[src/hdl/fbpa_pkg.sv]
package fbpa_pkg;

  localparam int MAX_BLOCKS_DEF = 256;
  localparam int ADDR_WIDTH_DEF = 32;

  localparam int WORD_W = 32;
  localparam int BS_W   = 16;
  localparam int NB_W   = 9;
  localparam int FUNC_W = 2;
  localparam int STAT_W = 3;
  localparam int IDX_REG_W = 2;

  localparam logic [FUNC_W-1:0] FN_ALLOC = 2'd0;
  localparam logic [FUNC_W-1:0] FN_FREE  = 2'd1;
  localparam logic [FUNC_W-1:0] FN_INIT  = 2'd2;

  localparam logic [STAT_W-1:0] ST_OK      = 3'd0;
  localparam logic [STAT_W-1:0] ST_EMPTY   = 3'd1;
  localparam logic [STAT_W-1:0] ST_NULL    = 3'd2;
  localparam logic [STAT_W-1:0] ST_OUTSIDE = 3'd3;
  localparam logic [STAT_W-1:0] ST_FULL    = 3'd4;

  localparam logic [IDX_REG_W-1:0] REG_BASE  = 2'd0;
  localparam logic [IDX_REG_W-1:0] REG_BSIZE = 2'd1;
  localparam logic [IDX_REG_W-1:0] REG_NBLK  = 2'd2;

  localparam logic [WORD_W-1:0] BASE_RST  = 32'd0;
  localparam logic [BS_W-1:0]   BSIZE_RST = 16'd32;
  localparam logic [NB_W-1:0]   NBLK_RST  = 9'd10;

  typedef struct packed {
    logic [FUNC_W-1:0] func;
    logic [WORD_W-1:0] block_address;
  } cmd_t;

  typedef struct packed {
    logic [WORD_W-1:0] address;
    logic [STAT_W-1:0] status;
    logic [NB_W-1:0]   free_remaining;
  } result_t;

  typedef enum logic [1:0] {
    ALU_HOLD,
    ALU_LOAD,
    ALU_ADD
  } alu_op_t;

endpackage

[src/hdl/fbpa_alu.sv]
module fbpa_alu #(
  parameter int EW = 33
) (
  input  logic              clk,
  input  fbpa_pkg::alu_op_t op,
  input  logic [EW-1:0]     a,
  input  logic [EW-1:0]     b,
  output logic [EW-1:0]     y
);

  // accumulator: load a, then add b per step
  always_ff @(posedge clk) begin
    unique case (op)
      fbpa_pkg::ALU_LOAD: y <= a;
      fbpa_pkg::ALU_ADD:  y <= y + b;
      default:            y <= y;
    endcase
  end

endmodule

[config.mk]
export PLATFORM = sky130hd
export DESIGN_NAME = fbpa_alu
export DESIGN_NICKNAME = d
export VERILOG_FILES = /design/src/hdl/fbpa_pkg.sv /design/src/hdl/fbpa_alu.sv
export SDC_FILE = /design/constraint.sdc
export NUM_CORES = 1
export LEC_CHECK = 0
export BUFFER_PORTS_ARGS = -buffer_cell sky130_fd_sc_hd__buf_2
export CAP_MARGIN = 10
export CORE_MARGIN = 2
export CORE_UTILIZATION = 26
export CTS_CLUSTER_SIZE = 28
export DETAILED_ROUTE_END_ITERATION = 10
export PLACE_DENSITY = 0.56
export SKIP_CTS_REPAIR_TIMING = 1
export SLEW_MARGIN = 0
export SYNTH_ARGS = -nofsm -noshare
export SYNTH_HDL_FRONTEND = slang
export SYNTH_SLANG_ARGS = --single-unit
[constraint.sdc]
create_clock -name clk -period 3.15 [get_ports clk]
set_input_delay 0.63 -clock clk [delete_from_list [all_inputs] [get_ports clk]]
set_output_delay 0.63 -clock clk [all_outputs]
set_load 0.1 [all_outputs]
; Yosys cells after proc, flatten, opt, wreduce, memory -nomap -nowiden
; Cells that the tools add are included.
; Widths: inputs -> output; s select.
[classes]
n_addsub = 1
eq_ne = 2
mux = 1
n_reduce_logical = 1
[ops]
columns = op, n
row1 = $pmux 33 s2, 1
row2 = $add 33x33->33, 1
row3 = $eq 2x1->1 const B, 1
row4 = $eq 2x2->1 const B, 1
row5 = $reduce_bool 2->1, 1
[totals]
ff_bits = 33
inputBits = 69
out_inout_bits = 33
elab_cells = 6

; Depth between registers and ports, before layout
[depth]
ltp_word = 2
ltp_mapped = 9
depth_no_buf = 9

; Least setup slack after synthesis
; Ideal clock, no wire load.
[synth_path]
path_kind = reg-to-reg
from = register y[0]
to = register y[20] (data pin)
setup_ns = 0.260
arrival_time_ns = 3.013
t_required_ns = 2.890
setup_slack_ns = -0.123
path_stages_with_launch = 10
path_buffers = 0
period_less_slack_ns = 3.273
cell_sequence = edfxtp_1 -> ha_1 -> fa_1 -> a211oi_1 -> o21ai_0 -> o211ai_1 -> o211a_1 -> o311ai_0 -> xor2_1 -> mux2_2
[synth_between]
elab_chain_len = 2
[synth_rtl]
columns = element, line
row1 = from (decl), fbpa_alu.sv:8  ; output logic [EW-1:0] y
row2 = from (signal assigned), fbpa_alu.sv:15  ; fbpa_pkg::ALU_ADD: y <= y + b;
row3 = from (signal assigned), fbpa_alu.sv:16  ; default: y <= y;
row4 = $add 33x33->33, fbpa_alu.sv:15
row5 = $pmux 33 s2, fbpa_alu.sv:13  ; unique case (op)
; Every way passes these cells.
; A chain may end at the register's enable or synchronous reset.

; Worst setup path after layout
[layout_path]
from = input port b[0]
to = register y[20] (data pin)
[layout_between]
elab_chain_len = 2
[layout_rtl]
columns = element, line
row1 = from (decl), fbpa_alu.sv:7  ; input logic [EW-1:0] b,
row2 = $add 33x33->33, fbpa_alu.sv:15
row3 = $pmux 33 s2, fbpa_alu.sv:13
; Every way passes these cells.

==> impl_metrics.toml <==
[pwr]
power_leakage_nw = 1.808
seqPwrFrac_pct = 25.1
ir_worst_vdd_v = 0.0002360
p_per_area_nw_per_um2 = 563.8
swShare_pct = 47.14
internal_power_w = 0.001253
power_frac_clock_pct = 20.2
switchingPower_w = 0.001117
p_comb_share_pct = 54.6

[global_routing]
gr-total-overflow = 0
grt_pass1_vias = 3236
grt_max_degree = 37
grt_util_all_layers_pct = 14.97
grt_pass1_wl_mm = 15.92
grt_antenna_before_repair = 0

[synth]
avgSynthCellArea_um2 = 9.175
yosys_warnings = 0
synth_flop_cell = "edfxtp_1"
synthesis.nets = 463
ys_ff_latch = 33
synth-edff-count = 33
synth.distinct_cells = 51
async_flop_share_pct = 0
syn-cell-area_um2 = 3303
synth_area_leader_cell = "edfxtp_1"
synth_area_leaders = "edfxtp_1 (30%), ha_1 (13%), mux2_2 (5.8%)"
synth_top_area_share_pct = 30.00
yosysSeqAreaShare_pct = 30.00
syn_inst = 360

[floorplan]
initial_core_util_pct = 26.39
die-width_um = 116.7
die_area_um2 = 13620
core_area_um2 = 12520
fp-row-count = 41
pin_count = 102
die_h_um = 116.7

[drt]
totalWireLength_mm = 9.919
first_pass_iters = 7
route.detailed.drc = 0
post_drt_via_cell_ratio = 5.071
wl_per_cell_um = 15.62
drt_iter0_drc = 108
num_vias = 3220
ant_nets = 0

[hold_path]
worstHoldPathType = "input pin to flip-flop"

[clock_network]
clkTransAtPathRegs_ns = 0.06
cts_sinks = 33
ctsLongestPathBuffers = 2
htreeDepth = 2
numCtsBuffers = 5
cts_tree = "yes"
clock_latency_ns = 0.28
cts_root_buf = "clkbuf_16"

[sta]
fin_skew_ns = 0.003403
setup_viol = 0
max_freq_ghz = 0.3593
final-hold-violation-count = 0
final_max_slew_viol_count = 0
rsz0062_at_grt = "no"
setup-tns-final_ns = 0
period_share_pct = 88.36
tightest_slew_ns = 0.5711
min_period_ns = 2.783
slew_headroom_pct = 61.69

[finish]
largest_register = "y"
post-route-cell-area_um2 = 4203
drive_above_1_share_pct = 30.89
diodes = 0
largest_reg_flops = 33
area_growth_pct = 27.23
layout.nets = 566
largestRegisters = "y x33"

[setup_path]
arrival_ns = 2.82
end_kind = "flip-flop"
crit_fanout = 3
start_kind = "input pin"
path_class = "input pin to flip-flop"
cp_data_required_time_ns = 3.18

[placement]
dpl.hpwl_mm = 7.819
io_buffer_count = 101
gp_congestion = 0.8337
dpl_cell_area_um2 = 4070

[job]
drv_cap = 0

[status]
status = "complete, no violations"
cell usage after synthesis (2+ instances only):
cell type and n:
o21bai_1 2, nor3_1 12, ha_1 33, xnor2_1 10, a211o_1 4, nor2_1 24
o211a_1 2, clkbuf_1 14, a211oi_1 6, xor2_1 9, nand3b_1 3, mux2_2 17
o221ai_1 2, nor2b_1 5, or3_1 4, o21a_1 11, nand2_1 22, inv_1 7
o2111a_1 2, o311ai_0 2, o2111ai_1 6, and3_1 5, buf_1 2, a31oi_1 6
a21o_1 20, edfxtp_1 33, and4_1 2, nand2b_1 2, o31ai_1 2, nand3_1 14
o211ai_1 8, o21ai_0 19, nand4_1 6, a21oi_1 27
power by group through the flow:
stage / registers (W) / logic [W] / clock network, W
final: 0.000596 / 0.00129 / 0.000480
after CTS: 0.000597 / 0.00130 / 0.000493
after detailed placement: 0.000606 / 0.00129 / 0
after global placement: 0.000605 / 0.00129 / 0
after global routing: 0.000605 / 0.00140 / 0.000507
after floorplan: 0.00100 / 0.000607 / 0
final cells by class:
type / count / area (µm²)
Sequential cell: 33 / 991.0
Clock buffer: 6 / 128.9
Fill cell: 1356 / 8314
Tap cell: 172 / 215.2
Inverter: 8 / 30.03
Timing Repair Buffer: 112 / 588.1
Multi-Input combinational cell: 303 / 2246
Clock inverter: 1 / 3.754
worst max-delay path, cell delays in order:
cell and delay (ns):
buf_2 0.10, ha_2 0.19, fa_1 0.46, a211oi_2 0.27, o21ai_2 0.10, o211ai_1 0.23, o211a_1 0.23, o311ai_0 0.17
xor2_1 0.18, mux2_2 0.27
layer usage:
layer,vias up,GRT usage (%),part of all wire [%]
met5,-,0,0
met4,0,4.000,1.2
met3,10,2.906,5.6
met2,98,25.66,47
met1,1502,19.28,46
li1,1610,-,-
cell families after synthesis:
group / count (synthesis) / share of synthesized area [%]
compound gates: 129 / 27.54
xor+xnor: 19 / 5.038
fa+ha+maj: 34 / 13.11
buf+inv: 24 / 2.727
flops: 33 / 30.00
mux: 18 / 6.098
simple gates: 103 / 15.49
final timing paths:
check	endpoint	slack [ns]	depth (start not counted)	startpoint
hold / removal	y[3]	0.63	2	a[3]
setup reg to reg	y[20]	0.38	9	y[0]
setup / recovery	y[20]	0.37	10	b[0]
hold reg to reg	y[0]	0.74	2	y[0]
through the flow:
step	setup WS (ns)	cells	util [%]	total power (W)	hold WS [ns]
6_report	0.3666	635	33.58	0.002370	0.6294
5_1_grt	0.2062	635	33.58	0.002515	0.6239
4_1_cts	0.3890	635	33.58	0.002389	0.6231
3_5_place_dp	0.1062	628	32.52	0.001898	0.7304
3_3_place_gp	0.1401	628	32.52	0.001891	0.7191
2_1_floorplan	0.01191	360	-	0.001607	0.8196
cells in the final DEF, fill, tap and decap left out, types with 3 or more instances in the layout:
cell type / instances
a21o_1: 20
xnor2_1: 10
buf_4: 11
nand3b_1: 3
a211o_1: 4
a211oi_1: 5
nand3_1: 14
nor2_1: 24
buf_2: 101
edfxtp_1: 33
xor2_1: 9
clkbuf_16: 5
o21a_1: 11
or3_1: 4
mux2_2: 17
a31oi_1: 6
nor3_1: 12
o2111ai_1: 6
o21ai_0: 18
nand4_1: 6
nand2_1: 22
and3_1: 5
o211ai_1: 8
ha_1: 31
inv_1: 7
a21oi_1: 27
nor2b_1: 5
Power figures use the tool's default switching activity.
